$ cat src/hw/rtl/tccd_pkg.sv
package tccd_pkg;

   localparam int MaxCells = 3;
   localparam int IdxWidth = $clog2(MaxCells);

   typedef enum logic [1:0] {
      KIND_CODE,
      KIND_DEGREE,
      KIND_DIAMETER,
      KIND_PLUSMINUS
   } kind_type;

   typedef struct packed {
      kind_type   kind;
      logic [7:0] code;
   } cell_type;

   // Cells raised by one input word, emitted from index 0 up
   typedef struct packed {
      cell_type [MaxCells-1:0] cells;
      logic [IdxWidth-1:0]     count;
      logic                    overline;
      logic                    underline;
   } burst_type;

endpackage

$ cat src/hw/rtl/text_control_code_decoder_core.sv
// Path: an accepted byte is held in the input register, then decoded into the cell
// queue, whose head cell drives rsp.
// Throughput: one byte per cycle while bytes give at most one cell and rsp is ready;
// a byte with more cells holds the queue, and so req, until its last cell is taken.
// Reset: synchronous, active high; clears the input register, the escape state, the
// overline and underline flags and the cell queue.
module text_control_code_decoder_core (
   input  logic       clock,
   input  logic       reset,
   input  logic       req_tvalid,
   output logic       req_tready,
   input  logic [7:0] req_tdata,   // text_byte[7:0]
   input  logic       req_tlast,   // end_of_string
   output logic       rsp_tvalid,
   input  logic       rsp_tready,
   output logic [7:0] rsp_tdata,   // char_code[7:0]
   output logic [3:0] rsp_tuser,   // cell_kind[1:0], overline_on, underline_on
   output logic       rsp_tlast    // last_of_run
);
   import tccd_pkg::*;

   logic       in_valid_ff;
   logic [7:0] in_byte_ff;
   logic       in_end_ff;

   logic      can_load;
   logic      advance;
   burst_type burst;

   assign advance    = in_valid_ff && can_load;
   assign req_tready = !in_valid_ff || advance;

   always_ff @(posedge clock) begin
      if (reset) begin
         in_valid_ff <= 1'b0;
      end else if (req_tready) begin
         in_valid_ff <= req_tvalid;
      end
   end

   // hold the word while the queue is still draining
   always_ff @(posedge clock) begin
      if (req_tready && req_tvalid) begin
         in_byte_ff <= req_tdata;
         in_end_ff  <= req_tlast;
      end
   end

   tccd_decode u_decode (
      .clock         (clock),
      .reset         (reset),
      .advance       (advance),
      .text_byte     (in_byte_ff),
      .end_of_string (in_end_ff),
      .burst         (burst)
   );

   tccd_cell_queue u_queue (
      .clock      (clock),
      .reset      (reset),
      .load_req   (in_valid_ff),
      .burst_in   (burst),
      .can_load   (can_load),
      .rsp_tvalid (rsp_tvalid),
      .rsp_tready (rsp_tready),
      .rsp_tdata  (rsp_tdata),
      .rsp_tuser  (rsp_tuser),
      .rsp_tlast  (rsp_tlast)
   );

   a_hold_input: assert property (@(posedge clock) disable iff (reset)
      (in_valid_ff && !can_load) |=> (in_valid_ff && $stable(in_byte_ff) && $stable(in_end_ff)))
      else $error("input word lost while queue busy");

   a_ready_when_empty: assert property (@(posedge clock) disable iff (reset)
      !in_valid_ff |-> req_tready)
      else $error("input stalled with empty register");

endmodule

$ cat src/hw/rtl/tccd_decode.sv
module tccd_decode (
   input  logic                clock,
   input  logic                reset,
   input  logic                advance,
   input  logic [7:0]          text_byte,
   input  logic                end_of_string,
   output tccd_pkg::burst_type burst
);
   import tccd_pkg::*;

   typedef enum logic [1:0] {
      MODE_IDLE,
      MODE_ONE,
      MODE_TWO,
      MODE_DIGITS
   } mode_type;

   localparam logic [7:0] ChPercent = 8'h25;
   localparam logic [7:0] ChLowerD  = 8'h64;
   localparam logic [7:0] ChLowerC  = 8'h63;
   localparam logic [7:0] ChLowerP  = 8'h70;
   localparam logic [7:0] ChLowerO  = 8'h6f;
   localparam logic [7:0] ChLowerU  = 8'h75;
   localparam logic [9:0] CodeLimit = 10'd255;

   mode_type   mode_ff, mode_in;
   logic [9:0] value_ff, value_in;
   logic [1:0] count_ff, count_in;
   logic       overline_ff, overline_in;
   logic       underline_ff, underline_in;

   logic [7:0]  lower;
   logic        is_pct;
   logic        is_digit;
   logic [3:0]  digit;
   logic [13:0] acc_wide;
   logic [9:0]  acc;
   logic [1:0]  count_step;

   function automatic cell_type code_cell(input logic [7:0] code);
      cell_type c;
      c.kind = KIND_CODE;
      c.code = code;
      return c;
   endfunction

   function automatic cell_type symbol_cell(input kind_type kind);
      cell_type c;
      c.kind = kind;
      c.code = 8'd0;
      return c;
   endfunction

   // Codes above the byte range collapse to zero
   function automatic logic [7:0] digit_code(input logic [9:0] v);
      return (v <= CodeLimit) ? v[7:0] : 8'd0;
   endfunction

   always_comb begin
      lower      = (text_byte >= 8'h41 && text_byte <= 8'h5a) ? text_byte + 8'h20 : text_byte;
      is_pct     = text_byte == ChPercent;
      is_digit   = text_byte >= 8'h30 && text_byte <= 8'h39;
      digit      = text_byte[3:0];
      acc_wide   = 14'(value_ff) * 14'd10 + 14'(digit);
      acc        = acc_wide[9:0];
      count_step = count_ff + 2'd1;

      mode_in      = mode_ff;
      value_in     = value_ff;
      count_in     = count_ff;
      overline_in  = overline_ff;
      underline_in = underline_ff;

      burst           = '0;
      burst.overline  = overline_ff;
      burst.underline = underline_ff;

      unique case (mode_ff)
         MODE_IDLE: begin
            if (is_pct && !end_of_string) begin
               mode_in = MODE_ONE;
            end else begin
               burst.cells[0] = code_cell(text_byte);
               burst.count    = 2'd1;
            end
         end
         MODE_ONE: begin
            if (is_pct && !end_of_string) begin
               mode_in = MODE_TWO;
            end else begin
               // a second percent on the last word stays literal as well
               burst.cells[0] = code_cell(ChPercent);
               burst.cells[1] = code_cell(text_byte);
               burst.count    = 2'd2;
               mode_in        = MODE_IDLE;
            end
         end
         MODE_TWO: begin
            mode_in = MODE_IDLE;
            unique case (lower)
               ChLowerD: begin
                  burst.cells[0] = symbol_cell(KIND_DEGREE);
                  burst.count    = 2'd1;
               end
               ChLowerC: begin
                  burst.cells[0] = symbol_cell(KIND_DIAMETER);
                  burst.count    = 2'd1;
               end
               ChLowerP: begin
                  burst.cells[0] = symbol_cell(KIND_PLUSMINUS);
                  burst.count    = 2'd1;
               end
               ChPercent: begin
                  burst.cells[0] = code_cell(ChPercent);
                  burst.count    = 2'd1;
               end
               ChLowerO: overline_in  = !overline_ff;
               ChLowerU: underline_in = !underline_ff;
               default: begin
                  if (is_digit) begin
                     if (end_of_string) begin
                        burst.cells[0] = code_cell({4'd0, digit});
                        burst.count    = 2'd1;
                     end else begin
                        value_in = {6'd0, digit};
                        count_in = 2'd1;
                        mode_in  = MODE_DIGITS;
                     end
                  end else begin
                     burst.cells[0] = code_cell(ChPercent);
                     burst.cells[1] = code_cell(ChPercent);
                     burst.cells[2] = code_cell(text_byte);
                     burst.count    = 2'd3;
                  end
               end
            endcase
         end
         MODE_DIGITS: begin
            if (is_digit) begin
               if (count_step == 2'd3 || count_step == 2'd0 || end_of_string) begin
                  burst.cells[0] = code_cell(digit_code(acc));
                  burst.count    = 2'd1;
                  value_in       = 10'd0;
                  count_in       = 2'd0;
                  mode_in        = MODE_IDLE;
               end else begin
                  value_in = acc;
                  count_in = count_step;
               end
            end else begin
               // close the run, then treat this word as if idle
               burst.cells[0] = code_cell(digit_code(value_ff));
               value_in       = 10'd0;
               count_in       = 2'd0;
               if (is_pct && !end_of_string) begin
                  burst.count = 2'd1;
                  mode_in     = MODE_ONE;
               end else begin
                  burst.cells[1] = code_cell(text_byte);
                  burst.count    = 2'd2;
                  mode_in        = MODE_IDLE;
               end
            end
         end
         default: mode_in = MODE_IDLE;
      endcase

      if (end_of_string) begin
         mode_in      = MODE_IDLE;
         value_in     = 10'd0;
         count_in     = 2'd0;
         overline_in  = 1'b0;
         underline_in = 1'b0;
      end
   end

   always_ff @(posedge clock) begin
      if (reset) begin
         mode_ff      <= MODE_IDLE;
         value_ff     <= 10'd0;
         count_ff     <= 2'd0;
         overline_ff  <= 1'b0;
         underline_ff <= 1'b0;
      end else if (advance) begin
         mode_ff      <= mode_in;
         value_ff     <= value_in;
         count_ff     <= count_in;
         overline_ff  <= overline_in;
         underline_ff <= underline_in;
      end
   end

   a_digit_count: assert property (@(posedge clock) disable iff (reset)
      mode_ff == MODE_DIGITS |-> (count_ff == 2'd1 || count_ff == 2'd2))
      else $error("digit run with bad count");

   a_digit_value: assert property (@(posedge clock) disable iff (reset)
      mode_ff == MODE_DIGITS |-> value_ff <= 10'd99)
      else $error("pending digit value out of range");

   a_end_clears: assert property (@(posedge clock) disable iff (reset)
      (advance && end_of_string) |=>
         (mode_ff == MODE_IDLE && !overline_ff && !underline_ff && count_ff == 2'd0))
      else $error("state not cleared after end of string");

endmodule

$ cat src/hw/rtl/tccd_cell_queue.sv
module tccd_cell_queue (
   input  logic                clock,
   input  logic                reset,
   input  logic                load_req,
   input  tccd_pkg::burst_type burst_in,
   output logic                can_load,
   output logic                rsp_tvalid,
   input  logic                rsp_tready,
   output logic [7:0]          rsp_tdata,  // char_code[7:0]
   output logic [3:0]          rsp_tuser,  // cell_kind[1:0], overline_on, underline_on
   output logic                rsp_tlast
);
   import tccd_pkg::*;

   burst_type           burst_ff;
   logic [IdxWidth-1:0] count_ff;
   logic [IdxWidth-1:0] idx_ff;

   cell_type head_cell;
   logic     take;
   logic     at_last;
   logic     last_take;
   logic     load;

   always_comb begin
      head_cell  = burst_ff.cells[idx_ff];
      rsp_tvalid = count_ff != '0;
      at_last    = idx_ff == count_ff - IdxWidth'(1);
      take       = rsp_tvalid && rsp_tready;
      last_take  = take && at_last;
      can_load   = !rsp_tvalid || last_take;
      load       = load_req && can_load;
      rsp_tdata  = head_cell.code;
      rsp_tuser  = {burst_ff.underline, burst_ff.overline, head_cell.kind};
      rsp_tlast  = at_last;
   end

   always_ff @(posedge clock) begin
      if (reset) begin
         count_ff <= '0;
         idx_ff   <= '0;
      end else if (load) begin
         count_ff <= burst_in.count;
         idx_ff   <= '0;
      end else if (last_take) begin
         count_ff <= '0;
         idx_ff   <= '0;
      end else if (take) begin
         idx_ff <= idx_ff + IdxWidth'(1);
      end
   end

   always_ff @(posedge clock) begin
      if (load) begin
         burst_ff <= burst_in;
      end
   end

   a_idx_in_range: assert property (@(posedge clock) disable iff (reset)
      rsp_tvalid |-> idx_ff < count_ff)
      else $error("cell index past end of burst");

   a_drain: assert property (@(posedge clock) disable iff (reset)
      (last_take && !load_req) |=> !rsp_tvalid)
      else $error("queue not empty after final cell");

endmodule

$ cat config.mk
export PLATFORM = sky130hd
export DESIGN_NAME = text_control_code_decoder_core
export DESIGN_NICKNAME = d
export VERILOG_FILES = /design/src/hw/rtl/tccd_pkg.sv /design/src/hw/rtl/text_control_code_decoder_core.sv /design/src/hw/rtl/tccd_decode.sv /design/src/hw/rtl/tccd_cell_queue.sv
export SDC_FILE = /design/constraint.sdc
export NUM_CORES = 1
export LEC_CHECK = 0
export BUFFER_PORTS_ARGS = -buffer_cell sky130_fd_sc_hd__buf_4
export CAP_MARGIN = 10
export CORE_MARGIN = 2
export CORE_UTILIZATION = 55
export CTS_BUF_LIST = sky130_fd_sc_hd__clkbuf_16
export CTS_CLUSTER_SIZE = 20
export DETAILED_ROUTE_END_ITERATION = 12
export PLACE_DENSITY = 0.73
export SLEW_MARGIN = 15
export SYNTH_ARGS = -nofsm -noshare
export SYNTH_HDL_FRONTEND = slang
export SYNTH_SLANG_ARGS = --single-unit
$ cat constraint.sdc
create_clock -name clock -period 5.8 [get_ports clock]
set_input_delay 1.16 -clock clock [delete_from_list [all_inputs] [get_ports clock]]
set_output_delay 1.16 -clock clock [all_outputs]
set_load 0.02 [all_outputs]
* After elaboration in Yosys (flattened, before gate mapping)
Index checks and enable logic that the tools add are counted.
Storage, ports and cells: flip-flop bits (word level) 62, input port bits 13, output and inout port bits 15
Operators by class: add/subtract/negate cells 5, $mul 1, order comparisons 7, equal/unequal tests 16, mux-type cells 48, bitwise operators 1, reduce and logical (&&, ||, !) cells 33
Operators with widths (count):
- two-way mux 10 bit | 10
- one-hot mux 12 bit (5 select lines) | 1
- one-hot mux 12 bit (4 select lines) | 1
- equality test 8 x 7 -> 1 bit, second input constant | 5
- two-way mux 8 bit | 4
- two-way mux 2 bit | 15
- one-hot mux 10 bit (3 select lines) | 1
- two-way mux 12 bit | 2
- binary-select mux 10 bit (select 2 bit) | 1
- less-or-equal comparator 10 x 8 -> 1 bit, second input constant | 2
- two-way mux 20 bit | 1
- one-hot mux 10 bit (2 select lines) | 1
- equality test 8 x 6 -> 1 bit, second input constant | 2
- two-way mux 6 bit | 2
- adder 10 x 4 -> 10 bit | 1
- multiplier 10 x 3 -> 9 bit, second input constant | 1
- nonzero test 2 bit | 5
- AND reduction 3 bit | 3
- adder 8 x 6 -> 8 bit, second input constant | 1
- >= comparator 8 x 6 -> 1 bit, second input constant | 1
- >= comparator 8 x 7 -> 1 bit, second input constant | 1
- less-or-equal comparator 8 x 6 -> 1 bit, second input constant | 1
- less-or-equal comparator 8 x 7 -> 1 bit, second input constant | 1
- one-hot mux 2 bit (4 select lines) | 1
- other kinds (23) | 47

* Depth between registers and ports, before layout
depth in word-level cells 8, gate-level depth with buffers 11, mapped depth without buffers 10

* Hierarchy
From an unflattened synthesis, not the netlist that was laid out.
Second synthesis, totals: cell total of the unflattened synthesis 391, area total of the unflattened synthesis 3851.2 um^2
By module, submodules not included:
- tccd_decode | times used 1, cells an instance 268, area an instance 2010.7 um^2
- tccd_cell_queue | times used 1, cells an instance 108, area an instance 1507.7 um^2
- text_control_code_decoder_core | times used 1, cells an instance 15, area an instance 332.8 um^2

* Worst setup path after synthesis
Ideal clock, no wire load.
kind input to register, from input port rsp_tready, to register u_decode.value_ff[0], arrival 3105 ps, required time 5735 ps, slack 2630 ps, stages 9, path through inv_1 o31a_1 nand2b_1 inv_1 o21ai_1 buf_2 nor4_1 a21oi_1 nor2_1
On the way: word-level cells in the longest chain between the ends 5
Ends and longest elaborated chain:
- start: declaration | RTL line text_control_code_decoder_core.sv:15 | input logic rsp_tready,
- logical AND 1 bit | RTL line tccd_cell_queue.sv:29 | take = rsp_tvalid && rsp_tready;
- logical AND 1 bit | RTL line tccd_cell_queue.sv:30 | last_take = take && at_last;
- logical OR 1 bit | RTL line tccd_cell_queue.sv:31 | can_load = !rsp_tvalid || last_take;
- logical AND 1 bit | RTL line text_control_code_decoder_core.sv:30 | assign advance = in_valid_ff && can_load;
- net advance | RTL line text_control_code_decoder_core.sv:27 | logic advance;
- AND reduction 4 bit (no line)
- end signal: assignment | RTL line tccd_decode.sv:186 | value_ff <= value_in;
- end: declaration | RTL line tccd_decode.sv:27 | logic [9:0] value_ff, value_in;
The timed path passes the listed nets, and every way through them passes these cells. A chain may end at the register's enable or synchronous reset.

==> results.txt <==
In the synthesized netlist the dominant register cell turns out to be edfxtp_1. Dividing the detail-routed via count by the number of cells gives 6.146. At the worst endpoint, the required time is 5980 ps.

The count of inserted antenna diode cells was 0. For the share of total power in sequential cells, the log shows 0.409. In this run the post-CTS setup repair buffer count came out at 0. The share of the clock period used by the worst path after layout is 0.5482, and the switching power as a share of total power is 0.2211.

The relative slew slack was 0.5112; the share of power burned in the clock network was 0.510. Across the run, the number of max-cap violations was 0. The cell area that synthesis handed to floorplanning was 3616 sq um.

The share of total power in combinational logic was 0.081. The family of cells with the greatest summed delay on the critical path was simple AND/OR/NAND/NOR gates. Yosys attributes the largest share of cell area to edfxtp_1 31%, dfxtp_1 12%, ha_1 5.9%, nor2_1 3.8%, o21ai_0 3.7%. The final core area utilization is 0.6522, and the largest stage delay on the critical path is 410 ps.

The clock latency on the worst-skew pair is 330 ps, and the area share of xor/xnor cells in the synthesized design is 0.03633. The share of the synthesized area in compound gates (AO/OA/AOI/OAI) was 0.1889; the sum of internal, switching and leakage power was 1168 uW. In the final design database the tool counted 424 nets. The path with the worst hold slack has its endpoint at u_queue.rsp_tuser[2].

The proportion of layout cells with a drive suffix above 1 came out at 0.1562. The number of buffers created by CTS is 9. Setup repair after global routing left no endpoint under its margin. Hold repair after CTS inserted 0 buffers. The run finished with clean final reports. After legalization and detailed placement, the total HPWL measured 5747 um.

The simple-gate share of the synthesized area was 0.2097. The startpoint identified for the worst hold timing path is u_decode.overline_ff. The horizontal die dimension works out to 85.09 um. The post-detailed-routing wire length came out at 8159 um. The worst register-to-register path ends at u_queue.burst_ff[6]. The initial core utilization was 0.5695.

The count of distinct cell types in the synthesized netlist is 63. In this run the count of I/O pins placed on the die edge is 28. The count of flip-flops with a built-in enable after synthesis works out to 37. Across the routed clock network, the largest skew measured is 5.513 ps.

The internal power of the cells totals 910.0 uW. The run gives 0 as the number of antenna violations at the first check in global routing. The floorplan step defined a die boundary enclosing 7239 sq um. The first detailed-routing pass took 5 iterations. The number of storage elements in the synthesis netlist works out to 58. The post-route standard cell area excluding fillers is 4141 sq um.

The worst setup path is captured at a flip-flop. The adder-cell share of the synthesized area came out at 0.06990. TritonCTS built the clock tree. The tools report the first-iteration detailed-routing DRC count as 304. Clock-pin slew was measured on the worst setup and hold paths at 50 ps. The post-cts sizing count was 0.

Multiplexer fraction of the synthesized cell area: 0.02491. The overall track demand over capacity in global routing was 0.2385. The run gives 0 as the number of hold-slack violations in the final timing report. edfxtp_1 takes more of the synthesized area than any other cell. At the pin with the least slew margin, the transition time is 733.3 ps.

For this block, the via count after detailed routing is 2913. The largest driver fanout on the critical path is 8. In this run the power density over the cells is 282.1 nW/um^2.

The type of element launching the critical path is a flip-flop. The worst hold path belongs to the class reg -> reg. The setup path with the least slack is of type reg -> reg. Input and output buffers added on the ports amount to 27. For the final setup violation count, the log shows 0. The data arrival time at the worst-slack endpoint came out at 3360 ps. The minimum setup slack among reg-to-reg paths is 2620 ps, and the setup TNS is 0 ps.

In this run the critical register-to-register path is launched from u_decode.value_ff[1]. Relative to the synthesized area, the layout overhead comes to 14.53%. The tools report the routability-driven placement congestion ratio as 0.8907. In this run the power spent charging and discharging nets is 258.3 uW.

The initialized floorplan defines 29 standard-cell rows. The tools report the leakage power figure as 0.001573 uW. The share of flip-flops with an asynchronous set or reset after synthesis works out to 0. The tools report the root cell of the clock tree as clkbuf_16. Walking the worst path, the cells encountered are ha_1 -> ha_1 -> fa_1 -> xor2_1 -> o2111ai_1 -> nor3_1 -> a211o_1 -> nand4_1 -> or2_2 -> a21oi_1. After detailed routing, the number of remaining DRC violations is 0. The average instance in the mapped netlist occupies 9.617 sq um. The maximum buffer depth of the clock tree is 2, and the cell area after placement is 3806 sq um. The dominant cell type by count on the critical path is ha_1. After synthesis, the largest family of logic cells by area is simple AND/OR/NAND/NOR gates.

VDD sags by at most 0.2263 mV. For the via count of the first global-routing pass, the log shows 2759. The clock period could shrink to 3179 ps. Global routing finished with a remaining overflow of 0. The filler cells instantiated in the layout total 499. The run gives 0.4235 as the sequential element share of the synthesized area. Static timing analysis puts the maximum clock frequency at 0.3145 GHz.

The tree built by TritonCTS fans out to 58 sinks. In the layout the commonest cells are 37 x nor2_1, 37 x edfxtp_1, 31 x nand2_1. The logic depth of the worst register-to-register path was 10. After detailed routing, the average wire length per cell comes to 17.21 um. Entering global routing, the biggest net connects 30 pins. The wire length of the first global-routing pass is 13530 um. In the synthesized netlist, the number of instances is 376. Counting instances, the worst hold path has a depth of 0. Counting every net in the synthesized netlist gives 408.

The area of the core is 6350 sq um, and the number of warning messages in the yosys log is 0. The logs give 445.3 ps for the worst hold margin and 0 for the number of pins exceeding their max-slew limit in the final report. The number of H-tree levels is 3. The antenna violation net count after detailed routing came out at 0. Fraction of post-synthesis cell area in the top cell type by area: 0.3073. Y dimension of the die: 85.09 um. Among all stages on the critical path, the largest delay is contributed by dfxtp_1. The critical path contains buffers and inverters numbering 0 combined.
==> cell usage after synthesis, types with 2 or more instances <==
library cell and count:
edfxtp_1 37, nor2_1 37, nand2_1 31, o21ai_0 27, a21oi_1 25, dfxtp_1 21
ha_1 17, and2_1 14, inv_1 12, clkbuf_1 11, nor3_1 10, mux2i_1 9
xnor2_1 9, a22oi_1 8, nor4_1 7, nand2b_1 6, xor2_1 6, a21o_1 5
nor3b_1 5, a211oi_1 4, and3_1 4, buf_2 4, or2_2 4, buf_4 3
nand3_1 3, nor2b_1 3, o2111ai_1 3, o211ai_1 3, o21ai_1 3, a211oi_2 2
a2bb2oi_1 2, buf_1 2, buf_6 2, clkbuf_2 2, fa_1 2, nand3b_1 2
nand4_1 2, nor4_4 2, o21bai_1 2, or4_1 2
==> layer usage <==
layer  vias up  wire [um]  track usage
met5         -          0            0
met4         0        226       0.1010
met3        26        625      0.04767
met2       128       3757       0.3686
met1      1347       3550       0.3275
li1       1412          -            -
==> how the worst max path moves through the flow <==
stage	endpoint	depth (start not counted)	from	slack [ps]
floorplan	u_decode.value_ff[0]	9	rsp_tready	2630
global placement	u_queue.burst_ff[6]	10	u_decode.value_ff[1]	2760
detailed placement	u_queue.burst_ff[6]	10	u_decode.value_ff[1]	2660
CTS	u_queue.burst_ff[6]	10	u_decode.value_ff[1]	2630
global route	u_queue.burst_ff[6]	10	u_decode.value_ff[1]	2380
finish	u_queue.burst_ff[6]	10	u_decode.value_ff[1]	2620
==> flip-flops by register name (all words and copies together) (netlist names) <==
name                   cells
in_byte_ff                 8
in_end_ff                  1
in_valid_ff                1
u_decode.count_ff          2
u_decode.mode_ff           2
u_decode.overline_ff       1
u_decode.underline_ff      1
u_decode.value_ff         10
u_queue.burst_ff          26
u_queue.count_ff           2
u_queue.idx_ff             2
u_queue.rsp_tuser          2
==> cells by family (layout without fill, tap and decap cells) <==
kind of cell | Yosys count | count (layout)
multiplexers | 9 | 9
XOR/XNOR | 15 | 15
AO/OA/AOI/OAI | 99 | 99
buffers and inverters | 36 | 57
adder cells (fa/ha/maj) | 19 | 19
flip-flops | 58 | 58
AND/OR/NAND/NOR | 140 | 140
==> stage by stage <==
stage / setup WS (ps) / cells
after floorplan: 2630 / 376
after global routing: 2381 / 474
after global placement: 2757 / 458
after detailed placement: 2660 / 458
final: 2621 / 474
after CTS: 2630 / 474
==> layout make-up <==
| type | count | area (sq um) | share of cell area |
|---|---|---|---|
| Inverter | 12 | 45.04 | 0.01088 |
| Tap cell | 77 | 96.34 | 0.02326 |
| Sequential cell | 58 | 1531 | 0.3698 |
| Clock inverter | 7 | 110.1 | 0.02659 |
| Timing Repair Buffer | 29 | 217.7 | 0.05257 |
| Clock buffer | 9 | 225.2 | 0.05438 |
| Multi-Input combinational cell | 282 | 1916 | 0.4625 |
==> power by group through the flow <==
stage	logic, uW	registers [uW]	clock network (uW)
final	94.2	478	596
after global routing	103	480	616
after CTS	93.8	478	601
after detailed placement	93.5	486	0
after global placement	91.2	485	0
after floorplan	75.3	471	0
Note: power is estimated with default switching activity, not from simulation.
